File: src/sv/cfcm_pkg.sv
// Package for the charge false-color map: default widths, ramp segment bounds
// and the stage record that passes from the ramp stage to the level lookup.
// Depends on nothing; every other file of the block uses it.
package cfcm_pkg;

   localparam int CHARGE_BITS_DEFAULT = 12;
   localparam int COLOR_BITS_DEFAULT  = 8;

   // The ramp itself works on a 12-bit charge, saturated at its top value.
   localparam int RAMP_BITS = 12;
   localparam logic [RAMP_BITS-1:0] CHARGE_MAX = 12'd4095;

   // Segment boundaries of the ramp, in ADC counts.
   localparam logic [RAMP_BITS-1:0] SEG_GRAY_END  = 12'd60;
   localparam logic [RAMP_BITS-1:0] SEG_LOW_END   = 12'd120;
   localparam logic [RAMP_BITS-1:0] SEG_BLUE_END  = 12'd600;
   localparam logic [RAMP_BITS-1:0] SEG_BG_END    = 12'd800;
   localparam logic [RAMP_BITS-1:0] SEG_GREEN_END = 12'd1200;
   localparam logic [RAMP_BITS-1:0] SEG_GR_END    = 12'd1400;

   // Above the low segments each channel is k/200 of full scale.
   localparam int STEP_BITS   = 8;
   localparam int STEP_FULL   = 200;
   localparam int STEP_ENTRIES = STEP_FULL + 1;

   // Below the blue segment the color depends on the charge alone.
   localparam int LOW_BITS    = 7;
   localparam int LOW_ENTRIES = 120;
   localparam int GRAY_ENTRIES = 60;

   typedef struct packed {
      logic                 low;        // charge below the pure-blue segment
      logic [LOW_BITS-1:0]  low_idx;    // charge itself when low
      logic [STEP_BITS-1:0] step_red;   // channel steps when not low
      logic [STEP_BITS-1:0] step_green;
      logic [STEP_BITS-1:0] step_blue;
      logic                 highlight;
   } cfcm_ramp_type;

endpackage

File: src/sv/cfcm_if.sv
// Handshake channels of the charge false-color map: request (charge and
// highlight flag) and response (three color levels). Depends on cfcm_pkg.

interface cfcm_req_if #(
   parameter int CHARGE_BITS = cfcm_pkg::CHARGE_BITS_DEFAULT
) ();
   logic                   valid;
   logic                   ready;
   logic [CHARGE_BITS-1:0] charge;
   logic                   highlight;

   modport source (output valid, output charge, output highlight, input ready);
   modport sink   (input valid, input charge, input highlight, output ready);
endinterface

interface cfcm_rsp_if #(
   parameter int COLOR_BITS = cfcm_pkg::COLOR_BITS_DEFAULT
) ();
   logic                  valid;
   logic                  ready;
   logic [COLOR_BITS-1:0] red_level;
   logic [COLOR_BITS-1:0] green_level;
   logic [COLOR_BITS-1:0] blue_level;

   modport source (output valid, output red_level, output green_level,
                   output blue_level, input ready);
   modport sink   (input valid, input red_level, input green_level,
                   input blue_level, output ready);
endinterface

File: src/sv/charge_false_color_map_core.sv
// Charge false-color map: a charge and a highlight flag in, one RGB color out.
// A result is offered on rsp once the request has passed the capture, ramp
// and level stages, later only while rsp is stalled.
// Throughput: one transfer per cycle while rsp is not stalled; the stages
// advance as a chain, so a free downstream slot lets every stage move in the same cycle.
// Reset: synchronous, active high; clears the stage valid bits only.
module charge_false_color_map_core #(
   parameter int CHARGE_BITS = cfcm_pkg::CHARGE_BITS_DEFAULT,
   parameter int COLOR_BITS  = cfcm_pkg::COLOR_BITS_DEFAULT
) (
   input  logic        clock,
   input  logic        reset,
   cfcm_req_if.sink    req,
   cfcm_rsp_if.source  rsp
);
   import cfcm_pkg::*;

   // The pipeline has three register stages, each with its own valid bit.
   // Stage one captures the request. Stage two holds the ramp record: the
   // saturated charge sorted into its segment, with each channel given as a
   // step of 1/200 of full scale, or, below the pure-blue segment, the charge
   // itself. Stage three is the output register that drives rsp; its levels
   // come from constant tables computed exactly at elaboration, which also
   // carry the highlight brightening and the round-half-up scaling.

   logic                   v1_ff, v1_in;
   logic                   v2_ff, v2_in;
   logic                   v3_ff, v3_in;
   logic                   adv1, adv2, adv3;
   logic [CHARGE_BITS-1:0] charge_ff;
   logic                   highlight_ff;
   cfcm_ramp_type          ramp;

   // A stage may load when it is empty or when the stage after it moves on.
   assign adv3 = !v3_ff || rsp.ready;
   assign adv2 = !v2_ff || adv3;
   assign adv1 = !v1_ff || adv2;

   assign req.ready = adv1;
   assign rsp.valid = v3_ff;

   always_comb begin
      v1_in = adv1 ? req.valid : v1_ff;
      v2_in = adv2 ? v1_ff : v2_ff;
      v3_in = adv3 ? v2_ff : v3_ff;
   end

   always_ff @(posedge clock) begin
      if (reset) begin
         v1_ff <= 1'b0;
         v2_ff <= 1'b0;
         v3_ff <= 1'b0;
      end else begin
         v1_ff <= v1_in;
         v2_ff <= v2_in;
         v3_ff <= v3_in;
      end
   end

   // The request payload is captured on every transfer.
   always_ff @(posedge clock) begin
      if (adv1) begin
         charge_ff    <= req.charge;
         highlight_ff <= req.highlight;
      end
   end

   cfcm_ramp #(
      .CHARGE_BITS (CHARGE_BITS)
   ) u_ramp (
      .clock     (clock),
      .load      (adv2),
      .charge    (charge_ff),
      .highlight (highlight_ff),
      .ramp      (ramp)
   );

   cfcm_level_lut #(
      .COLOR_BITS (COLOR_BITS)
   ) u_level (
      .clock       (clock),
      .load        (adv3),
      .ramp        (ramp),
      .red_level   (rsp.red_level),
      .green_level (rsp.green_level),
      .blue_level  (rsp.blue_level)
   );

   // Above the low segments the channel steps always add up to full scale.
   a_step_sum: assert property (@(posedge clock) disable iff (reset)
      (v2_ff && !ramp.low) |->
         ((10'(ramp.step_red) + 10'(ramp.step_green) + 10'(ramp.step_blue))
          == 10'(STEP_FULL)))
      else $error("ramp steps do not sum to full scale");

   // A stalled ramp record keeps its item and its contents.
   a_ramp_hold: assert property (@(posedge clock) disable iff (reset)
      (v2_ff && !adv3) |=> (v2_ff && $stable(ramp)))
      else $error("ramp stage lost or changed an item while stalled");

   // An item that leaves the capture stage lands in the ramp stage.
   a_capture_move: assert property (@(posedge clock) disable iff (reset)
      (v1_ff && adv2) |=> v2_ff)
      else $error("item dropped between capture and ramp stage");

   // The output stage never overwrites the red or blue level of a result that is still offered.
   a_out_hold: assert property (@(posedge clock) disable iff (reset)
      (v3_ff && !rsp.ready) |=> (v3_ff && $stable(rsp.red_level)
                                 && $stable(rsp.blue_level)))
      else $error("offered result overwritten");

endmodule

File: src/sv/cfcm_ramp.sv
// Ramp stage: saturates the charge, finds its segment and registers the
// per-channel steps into the stage record. Depends on cfcm_pkg.
module cfcm_ramp #(
   parameter int CHARGE_BITS = cfcm_pkg::CHARGE_BITS_DEFAULT
) (
   input  logic                     clock,
   input  logic                     load,
   input  logic [CHARGE_BITS-1:0]   charge,
   input  logic                     highlight,
   output cfcm_pkg::cfcm_ramp_type  ramp
);
   import cfcm_pkg::*;

   // The saturation compare is done at the wider of the two widths, so no
   // charge bit is dropped before the test.
   localparam int SatBits = (CHARGE_BITS > RAMP_BITS) ? CHARGE_BITS : RAMP_BITS;

   logic [RAMP_BITS-1:0] charge_sat;
   logic                 over_max;
   cfcm_ramp_type        ramp_in;
   cfcm_ramp_type        ramp_ff;

   // With a narrow charge field the saturation test never fires.
   assign over_max   = SatBits'(charge) > SatBits'(CHARGE_MAX);
   assign charge_sat = over_max ? CHARGE_MAX : RAMP_BITS'(charge);

   always_comb begin
      ramp_in            = '0;
      ramp_in.highlight  = highlight;
      ramp_in.low_idx    = charge_sat[LOW_BITS-1:0];
      priority if (charge_sat < SEG_LOW_END) begin
         ramp_in.low = 1'b1;
      end else if (charge_sat < SEG_BLUE_END) begin
         ramp_in.step_blue = STEP_BITS'(STEP_FULL);
      end else if (charge_sat < SEG_BG_END) begin
         ramp_in.step_blue  = STEP_BITS'(SEG_BG_END - charge_sat);
         ramp_in.step_green = STEP_BITS'(charge_sat - SEG_BLUE_END);
      end else if (charge_sat < SEG_GREEN_END) begin
         ramp_in.step_green = STEP_BITS'(STEP_FULL);
      end else if (charge_sat < SEG_GR_END) begin
         ramp_in.step_green = STEP_BITS'(SEG_GR_END - charge_sat);
         ramp_in.step_red   = STEP_BITS'(charge_sat - SEG_GREEN_END);
      end else begin
         ramp_in.step_red = STEP_BITS'(STEP_FULL);
      end
   end

   always_ff @(posedge clock) begin
      if (load) begin
         ramp_ff <= ramp_in;
      end
   end

   assign ramp = ramp_ff;

endmodule

File: src/sv/cfcm_level_lut.sv
// Level stage: turns the stage record into three rounded color levels
// through constant tables built at elaboration. Depends on cfcm_pkg.
module cfcm_level_lut #(
   parameter int COLOR_BITS = cfcm_pkg::COLOR_BITS_DEFAULT
) (
   input  logic                     clock,
   input  logic                     load,
   input  cfcm_pkg::cfcm_ramp_type  ramp,
   output logic [COLOR_BITS-1:0]    red_level,
   output logic [COLOR_BITS-1:0]    green_level,
   output logic [COLOR_BITS-1:0]    blue_level
);
   import cfcm_pkg::*;

   localparam longint unsigned LevelMax = (64'd1 << COLOR_BITS) - 64'd1;

   // Step tables: plain and brightened level for a channel at k/200.
   logic [COLOR_BITS-1:0] step_plain_w [STEP_ENTRIES];
   logic [COLOR_BITS-1:0] step_bright_w [STEP_ENTRIES];
   // Low tables: red/green pair and blue, plain and brightened, by charge.
   logic [COLOR_BITS-1:0] low_rg_plain_w [LOW_ENTRIES];
   logic [COLOR_BITS-1:0] low_b_plain_w [LOW_ENTRIES];
   logic [COLOR_BITS-1:0] low_rg_bright_w [LOW_ENTRIES];
   logic [COLOR_BITS-1:0] low_b_bright_w [LOW_ENTRIES];

   logic [COLOR_BITS-1:0] red_in, green_in, blue_in;
   logic [COLOR_BITS-1:0] red_ff, green_ff, blue_ff;

   // Above the low segments the sum of the channels is always full scale,
   // so brightening gives 0.65 + 0.35 * x with x = k/200.
   for (genvar i = 0; i < STEP_ENTRIES; i++) begin : g_step
      localparam longint unsigned K      = i;
      localparam longint unsigned Plain  = (K * LevelMax + 100) / 200;
      localparam longint unsigned Bright = (LevelMax * (7 * K + 2600) + 2000) / 4000;
      assign step_plain_w[i]  = COLOR_BITS'(Plain);
      assign step_bright_w[i] = COLOR_BITS'(Bright);
   end

   // Channels in 1/600 units; Rem is 600 times the headroom.
   for (genvar i = 0; i < LOW_ENTRIES; i++) begin : g_low
      localparam longint unsigned C    = i;
      localparam bit              Gray = (i < GRAY_ENTRIES);
      localparam longint unsigned NRg  = Gray ? (120 + 3 * C) : (5 * (120 - C));
      localparam longint unsigned NB   = Gray ? (120 + 3 * C) : (5 * C);
      localparam longint unsigned Rem  = Gray ? (1440 - 9 * C) : (600 + 5 * C);
      localparam longint unsigned NumRg = 10 * NRg * Rem + 7800 * (600 - NRg);
      localparam longint unsigned NumB  = 10 * NB * Rem + 7800 * (600 - NB);
      localparam longint unsigned PlainRg  = (NRg * LevelMax + 300) / 600;
      localparam longint unsigned PlainB   = (NB * LevelMax + 300) / 600;
      localparam longint unsigned BrightRg =
         (NumRg * LevelMax + 3000 * Rem) / (6000 * Rem);
      localparam longint unsigned BrightB  =
         (NumB * LevelMax + 3000 * Rem) / (6000 * Rem);
      assign low_rg_plain_w[i]  = COLOR_BITS'(PlainRg);
      assign low_b_plain_w[i]   = COLOR_BITS'(PlainB);
      assign low_rg_bright_w[i] = COLOR_BITS'(BrightRg);
      assign low_b_bright_w[i]  = COLOR_BITS'(BrightB);
   end

   always_comb begin
      unique case ({ramp.low, ramp.highlight})
         2'b11: begin
            red_in   = low_rg_bright_w[ramp.low_idx];
            green_in = low_rg_bright_w[ramp.low_idx];
            blue_in  = low_b_bright_w[ramp.low_idx];
         end
         2'b10: begin
            red_in   = low_rg_plain_w[ramp.low_idx];
            green_in = low_rg_plain_w[ramp.low_idx];
            blue_in  = low_b_plain_w[ramp.low_idx];
         end
         2'b01: begin
            red_in   = step_bright_w[ramp.step_red];
            green_in = step_bright_w[ramp.step_green];
            blue_in  = step_bright_w[ramp.step_blue];
         end
         default: begin
            red_in   = step_plain_w[ramp.step_red];
            green_in = step_plain_w[ramp.step_green];
            blue_in  = step_plain_w[ramp.step_blue];
         end
      endcase
   end

   always_ff @(posedge clock) begin
      if (load) begin
         red_ff   <= red_in;
         green_ff <= green_in;
         blue_ff  <= blue_in;
      end
   end

   assign red_level   = red_ff;
   assign green_level = green_ff;
   assign blue_level  = blue_ff;

endmodule
File: src/flat_wrapper.sv
// flat-port wrapper written by rule: the top's interface ports become plain ports
module charge_false_color_map_core_flat import cfcm_pkg::*;
#(
   parameter int CHARGE_BITS = cfcm_pkg::CHARGE_BITS_DEFAULT,
   parameter int COLOR_BITS  = cfcm_pkg::COLOR_BITS_DEFAULT
)
  (clock, reset, req_valid, req_charge, req_highlight, req_ready, rsp_valid, rsp_red_level, rsp_green_level, rsp_blue_level, rsp_ready);
  cfcm_req_if #(.CHARGE_BITS(CHARGE_BITS)) req_i ();
  cfcm_rsp_if #(.COLOR_BITS(COLOR_BITS)) rsp_i ();
  input  logic clock;
  input  logic reset;
  input wire logic [$bits(req_i.valid)-1:0] req_valid;
  input wire logic [$bits(req_i.charge)-1:0] req_charge;
  input wire logic [$bits(req_i.highlight)-1:0] req_highlight;
  output wire logic [$bits(req_i.ready)-1:0] req_ready;
  output wire logic [$bits(rsp_i.valid)-1:0] rsp_valid;
  output wire logic [$bits(rsp_i.red_level)-1:0] rsp_red_level;
  output wire logic [$bits(rsp_i.green_level)-1:0] rsp_green_level;
  output wire logic [$bits(rsp_i.blue_level)-1:0] rsp_blue_level;
  input wire logic [$bits(rsp_i.ready)-1:0] rsp_ready;
  assign req_i.valid = req_valid;
  assign req_i.charge = req_charge;
  assign req_i.highlight = req_highlight;
  assign req_ready = req_i.ready;
  assign rsp_valid = rsp_i.valid;
  assign rsp_red_level = rsp_i.red_level;
  assign rsp_green_level = rsp_i.green_level;
  assign rsp_blue_level = rsp_i.blue_level;
  assign rsp_i.ready = rsp_ready;
  charge_false_color_map_core #(.CHARGE_BITS(CHARGE_BITS), .COLOR_BITS(COLOR_BITS)) u_core (.clock(clock), .reset(reset), .req(req_i), .rsp(rsp_i));
endmodule
File: config.mk
export PLATFORM = sky130hd
export DESIGN_NAME = charge_false_color_map_core_flat
export DESIGN_NICKNAME = d
export VERILOG_FILES = /design/src/sv/cfcm_pkg.sv /design/src/sv/cfcm_if.sv /design/src/sv/charge_false_color_map_core.sv /design/src/sv/cfcm_ramp.sv /design/src/sv/cfcm_level_lut.sv /design/src/flat_wrapper.sv
export SDC_FILE = /design/constraint.sdc
export NUM_CORES = 1
export LEC_CHECK = 0
export ABC_CLOCK_PERIOD_IN_PS = 7700
export BUFFER_PORTS_ARGS = -buffer_cell sky130_fd_sc_hd__buf_2
export CAP_MARGIN = 20
export CORE_MARGIN = 2
export CORE_UTILIZATION = 29
export CTS_CLUSTER_SIZE = 14
export DETAILED_ROUTE_END_ITERATION = 10
export PLACE_DENSITY = 0.4
export SYNTH_ARGS = -nofsm -noshare
export SYNTH_HDL_FRONTEND = slang
export SYNTH_SLANG_ARGS = --single-unit
File: constraint.sdc
create_clock -name clock -period 7.7 [get_ports clock]
set_clock_uncertainty 0.05 [all_clocks]
set_input_delay 0.385 -clock clock [delete_from_list [all_inputs] [get_ports clock]]
set_output_delay 0.385 -clock clock [all_outputs]
set_load 0.02 [all_outputs]
---- Word-level counts from Yosys, hierarchy flattened ----
Memories as Yosys holds them, arrays and structs flattened.
Cells that the tools add are included.
operators by class
  add/subtract/negate cells ............... 4
  multipliers ............................. 0
  div/mod/pow operators ................... 0
  $lt $le $gt $ge ......................... 10
  eq/ne operators ......................... 3
  shift operators ......................... 0
  mux-type cells .......................... 31
  bitwise gates (word level) .............. 6
  reductions and logical operators ........ 10
operators with widths
  operator                                                      count
  2-to-1 mux 8 bit                                              26
  case mux 8 bit (3 select lines)                               3
  greater-or-equal comparator 9 bit, second input constant      3
  inverter 8 -> 9 bit                                           3
  less-than comparator 12 x 10 -> 1 bit, second input constant  2
  less-than comparator 12 x 11 -> 1 bit, second input constant  2
  > comparator 12 bit, second input constant                    1
  less-than comparator 12 x 7 -> 1 bit, second input constant   1
  2-to-1 mux 12 bit                                             1
  greater-or-equal comparator 8 bit, second input constant      1
  inverter 7 -> 8 bit                                           1
  subtractor 6 x 8 -> 8 bit, first input constant               1
  subtractor 7 x 8 -> 8 bit, first input constant               1
  subtractor 8 x 7 -> 8 bit, second input constant              1
  subtractor 8 bit, second input constant                       1
  OR reduction 5 bit                                            1
  == test 2 bit, second input constant                          2
  OR reduction 4 bit                                            1
  zero test 1 bit                                               3
  logical OR 1 bit                                              3
  OR reduction 3 bit                                            1
  == test 2 x 1 -> 1 bit, second input constant                 1
  inverter 1 bit                                                2
  OR reduction 2 bit                                            1
  2-to-1 mux 1 bit                                              1
storage, ports and cells
  register bits ........................... 73
  bits in latches ......................... 0
  memory bits (writable) .................. 0
  ROM bits ................................ 16384
  input port bits ......................... 17
  output and inout bits ................... 26
  memories kept ........................... 10
memory list
  name             depth  width  read ports  clocked after Yosys merged registers in  wr ports  RTL line              source
  (no name shown)  256    8      1           0                                        0         cfcm_level_lut.sv:80  blue_in = step_plain_w[ramp.step_blue];
  (no name shown)  256    8      1           0                                        0         cfcm_level_lut.sv:79  green_in = step_plain_w[ramp.step_green];
  (no name shown)  256    8      1           0                                        0         cfcm_level_lut.sv:78  red_in = step_plain_w[ramp.step_red];
  (no name shown)  256    8      1           0                                        0         cfcm_level_lut.sv:75  blue_in = step_bright_w[ramp.step_blue];
  (no name shown)  256    8      1           0                                        0         cfcm_level_lut.sv:74  green_in = step_bright_w[ramp.step_green];
  (no name shown)  256    8      1           0                                        0         cfcm_level_lut.sv:73  red_in = step_bright_w[ramp.step_red];
  4 more memories  n/a    n/a    n/a         n/a                                      n/a       n/a

---- Longest topological paths before layout ----
  depth in word-level cells ............... 6
  mapped depth ............................ 13
  depth with buffers taken out ............ 11

---- By module ----
From an unflattened synthesis, not the netlist that was laid out.
unflattened totals
  cell total of the unflattened synthesis .. 1835
  area, all modules ....................... 13181.4 µm²
modules (own cells, without submodules)
  module                       times used  cells each  area each (µm²)  sequential area each (µm²)
  cfcm_level_lut               1           1658        10884.2          720.7
  cfcm_ramp                    1           152         1798.0           991.0
  charge_false_color_map_core  1           25          499.2            450.4

---- Worst setup path after synthesis ----
OpenSTA, ideal clock, no wires.
  kind .................................... reg2reg
  start ................................... register u_core.u_ramp.ramp_ff (netlist bit u_core.u_ramp.ramp[18])
  end ..................................... register u_core.u_level.red_ff[0], in the netlist u_core.u_level.red_level[0], data pin
  setup time .............................. 0.261 ns
  arrival ................................. 2.601 ns
  required time ........................... 7.389 ns
  path slack .............................. 4.788 ns
  stages on the path, launching flop included .. 12
  cells stage by stage .................... edfxtp_1 > clkbuf_1 > inv_1 > ha_1 > clkbuf_1 > inv_1 > a211oi_1 > a31oi_1 > mux2_2 > mux2i_1 > nor3_1 > o32a_1
on the way
  cells in the longest elaborated chain, start to end .. 5
RTL lines
  what                                              RTL line                                    source
  start: declaration                                cfcm_ramp.sv:21                             cfcm_ramp_type ramp_ff;
  start signal: assignment                          cfcm_ramp.sv:50                             ramp_ff <= ramp_in;
  inverter 8 -> 9 bit (implied by the code) *       cfcm_level_lut.sv:73, cfcm_level_lut.sv:78
  memory (256 x 8 bit) (on tied branches)           n/a
  2-to-1 mux 8 bit (on tied branches) (2 in a row)  cfcm_level_lut.sv:78, cfcm_level_lut.sv:73
  case mux 8 bit (3 select lines) *                 cfcm_level_lut.sv:61                        unique case ({ramp.low, ramp.highlight})
  named net u_core.u_level.red_in[0]                cfcm_level_lut.sv:26                        logic [COLOR_BITS-1:0] red_in, green_in, blue_in;
  end signal: assignment                            cfcm_level_lut.sv:87                        red_ff <= red_in;
  end: declaration                                  cfcm_level_lut.sv:27                        logic [COLOR_BITS-1:0] red_ff, green_ff, blue_ff;
Mark *: on every way through the listed nets, which the timed path passes. The rest lies on a longest branch. The select of a mux whose other input is x is not followed.
A chain may end at the register's enable or synchronous reset.

---- Worst setup path in the final report ----
  start ................................... register u_core.u_ramp.ramp_ff (netlist bit u_core.u_ramp.ramp[26])
  end ..................................... register u_core.u_level.blue_ff[1], in the netlist u_core.u_level.blue_level[1], data pin
on the way
  cells in the longest elaborated chain, start to end .. 5
RTL lines
  what                                              RTL line                                    source
  inverter 7 -> 8 bit (implied by the code) *       cfcm_level_lut.sv:65, cfcm_level_lut.sv:70
  memory (128 x 8 bit) (on tied branches)           n/a
  2-to-1 mux 8 bit (on tied branches) (2 in a row)  cfcm_level_lut.sv:70, cfcm_level_lut.sv:65
  case mux 8 bit (3 select lines) *                 cfcm_level_lut.sv:61
  named net u_core.u_level.blue_in[1]               cfcm_level_lut.sv:26
  end signal: assignment                            cfcm_level_lut.sv:89                        blue_ff <= blue_in;
  end: declaration                                  cfcm_level_lut.sv:27
Marks and branches as above.

==> impl_metrics.tcl <==
set metrics [dict create \
    outcome "complete, no violations" \
    worstPathRequired_ns 7.69 \
    cp_max_fo 19 \
    multi_input_area_mm2 0.00958 \
    gr-total-overflow 0 \
    cts_tree "built" \
    ys_async_sr_fraction_pct 0 \
    layout.nets 1802 \
    slew_headroom_pct 35.8 \
    clkLatencyLatePin_ns 0.36 \
    grt_pass1_wl_um 82100 \
    grt_max_degree 87 \
    place_congestion 0.923 \
    synth_compound_area_share_pct 37.3 \
    wl_per_cell_um 22.8 \
    synth.distinct_cells 81 \
    synth_edf_count 70 \
    synth_top_flop_cell "edfxtp_1" \
    cts_max_path_buffers 2 \
    syn_nets 1917 \
    synth_mux_area_share_pct 6.68 \
    clock_sinks 73 \
    layout_common_cells "187 x nand2_1, 179 x a21oi_1, 175 x nor2_1" \
    power_density_mw_per_mm2 131 \
    min_period_ns 4.31 \
    setup_viol 0 \
    ys_warn_count 0 \
    syn_area_mm2 0.0129 \
    finalPower_mw 1.76 \
    coreArea_mm2 0.0440 \
    r2r-end "u_core.u_level.blue_level[1]" \
    cts_resized 0 \
    drt-initial-drc-count 1943 \
    first_pass_iters 6 \
    stdcell_count 2325 \
    min_path_cells 1 \
    seqCellArea_mm2 0.00216 \
    synth_top_family_by_area "compound AO/OA/AOI/OAI gates" \
    hold_viol 0 \
    antenna_found_initial 0 \
    tightest_slew_ns 0.952 \
    synth-seq-cells 73 \
    cpPeakStageDelay_ns 0.82 \
    clkTransAtPathRegs_ns 0.07 \
    wirelength_um 53100 \
    grt_pass1_vias 13300 \
    numPortBuffers 42 \
    layout-drive-gt1-share_pct 8.77 \
    cts_made_buffers 9 \
    worstSetupStartpoint "u_core.u_ramp.ramp[26]" \
    ir_drop_uv 189 \
    drc 0 \
    die_w_um 215 \
    syn_area_per_cell_um2 7.00 \
    die_h_um 215 \
    h-tree-depth 3 \
    seq_area_frac_synth_pct 16.8 \
    cts_setup_buffers 0 \
    critPathKind "reg2reg" \
    rr_startpoint "u_core.u_ramp.ramp[26]" \
    worstPathCellList "inv_1 > ha_1 > nor2b_4 > a211o_1 > a311oi_2 > nor3_1 > o21ai_0 > nor4b_1 > o211ai_1" \
    rsz0062_at_grt "false" \
    crit_path_end_kind "flip-flop" \
    via_per_inst 6.22 \
    reg2regPathDepth 9 \
    synthAdderAreaFrac_pct 5.61 \
    r2r_slack_ns 3.39 \
    dp.cells 2309 \
    area_growth_pct 4.32 \
    start_util_pct 29.3 \
    yosys.area_share.simple_pct 23.3 \
    dpl.hpwl_um 36000 \
    grt_usage_pct 22.2 \
    synth-xor-area-share_pct 1.43 \
    ctsHoldBuffers 0 \
    synthesis.instances 1843 \
    ios 43 \
    via_count 14500 \
    slew_violations 0 \
    crit_arrival_ns 4.30 \
    fill_cells 4834 \
    min_to "u_core.charge_ff[4]" \
    die_area_mm2 0.0462 \
    root_buffer "clkbuf_16" \
    leakage_nw 4.66 \
    floorplan.rows 77 \
    layout_commonest_cell "nand2_1" \
    setup_tns_ns 0 \
    hp-class "in2reg" \
    worstHoldStart "req_charge[4]" \
    max_freq_mhz 232 \
    start_kind "flip-flop" \
    ant_nets 0 \
    diodes 0 \
    cp_slowest_cell "edfxtp_1" \
    post-route-period-util_pct 56.0 \
    drv_cap 0 \
]
-- cell families (layout without fill, tap and decap cells) --
kind of cell | count (synthesis) | in the layout
and+or+nand+nor | 636 | 636
adders and majority gates | 58 | 58
DFF | 73 | 73
xor gates and xnor gates | 21 | 21
muxes | 60 | 60
AOI/OAI and AO/OA | 730 | 730
buffers and inverters | 265 | 155
-- registers in the layout (all words and copies together) (netlist names) --
register,flops
u_core.u_ramp.ramp,33
u_core.v2_ff,1
u_core.u_level.green_level,8
u_core.u_level.red_level,8
u_core.highlight_ff,1
u_core.u_level.blue_level,8
u_core.charge_ff,12
u_core.v1_ff,1
u_core.rsp.valid,1
-- synth_stat cells, types with 14 or more instances --
library cell  number  area, um2
a311oi_1          20        175
a21o_1            15        113
o311ai_0          15        131
mux4_2            20        450
and2_1            14       87.6
or2_2             15       93.8
nand2_1          187        702
o21ai_0          164        821
edfxtp_1          70       2100
clkbuf_1          97        364
o221ai_1          14        123
nand2b_1          46        288
nor4_1            14       87.6
ha_1              57        713
mux2i_1           31        310
a211oi_1          53        398
a31oi_1           51        319
inv_1             54        203
nand3_1           47        235
a21oi_1          179        896
nor3_1            43        215
o211ai_1          52        390
nor2_1           175        657
o22ai_1           16        100
nor2b_1           38        238
buf_1             14       52.6
buf_2             79        395
-- critical path: cells and delay by family (launching register included) --
family                     cells  cell delay (ns)
AOI/OAI and AO/OA              4             1.00
and+or+nand+nor                3             0.94
buffers and inverters          1             0.40
adders and majority gates      1             0.77
DFF                            1             0.82
-- power by group --
| group | switching [mW] | internal (mW) | leakage (nW) |
|---|---|---|---|
| Sequential | 0.0353 | 0.481 | 0.790 |
| Combinational | 0.559 | 0.284 | 3.74 |
| Clock | 0.184 | 0.220 | 0.131 |
| Total | 0.778 | 0.985 | 4.66 |
-- layout make-up --
class,instances,share of cell area (%)
clock buffers,12,1.76
clock inverters,4,0.232
inverters,63,1.76
multi-input cells,1505,71.2
flip-flops and latches,73,16.1
well taps,592,5.50
repair buffers,76,3.46
-- worst max-delay path by stage --
stage,end,slack (ns)
2_1_floorplan,u_core.u_level.red_level[0],4.79
3_3_place_gp,u_core.u_level.blue_level[1],3.63
3_5_place_dp,u_core.u_level.blue_level[1],3.58
4_1_cts,u_core.u_level.blue_level[1],3.56
5_1_grt,u_core.u_level.blue_level[1],3.27
6_report,u_core.u_level.blue_level[1],3.39
-- layer usage --
layer,global-route usage [%],part of all wire [%],vias up
met5,0,0,-
met4,6.04,2.2,0
met3,3.13,7.0,73
met2,33.7,44,665
met1,32.5,46,6990
li1,-,-,6734
-- stage by stage --
step	util, %	instance area (um2)	hold slack (ns)	setup WS [ns]
6_report	30.6	13500	0.157	3.39
4_1_cts	30.6	13500	0.141	3.56
3_3_place_gp	30.0	13200	0.410	3.63
5_1_grt	30.6	13500	0.137	3.27
2_1_floorplan	-	12900	0.350	4.79
3_5_place_dp	30.0	13200	0.423	3.58
Power figures use the tool's default switching activity.
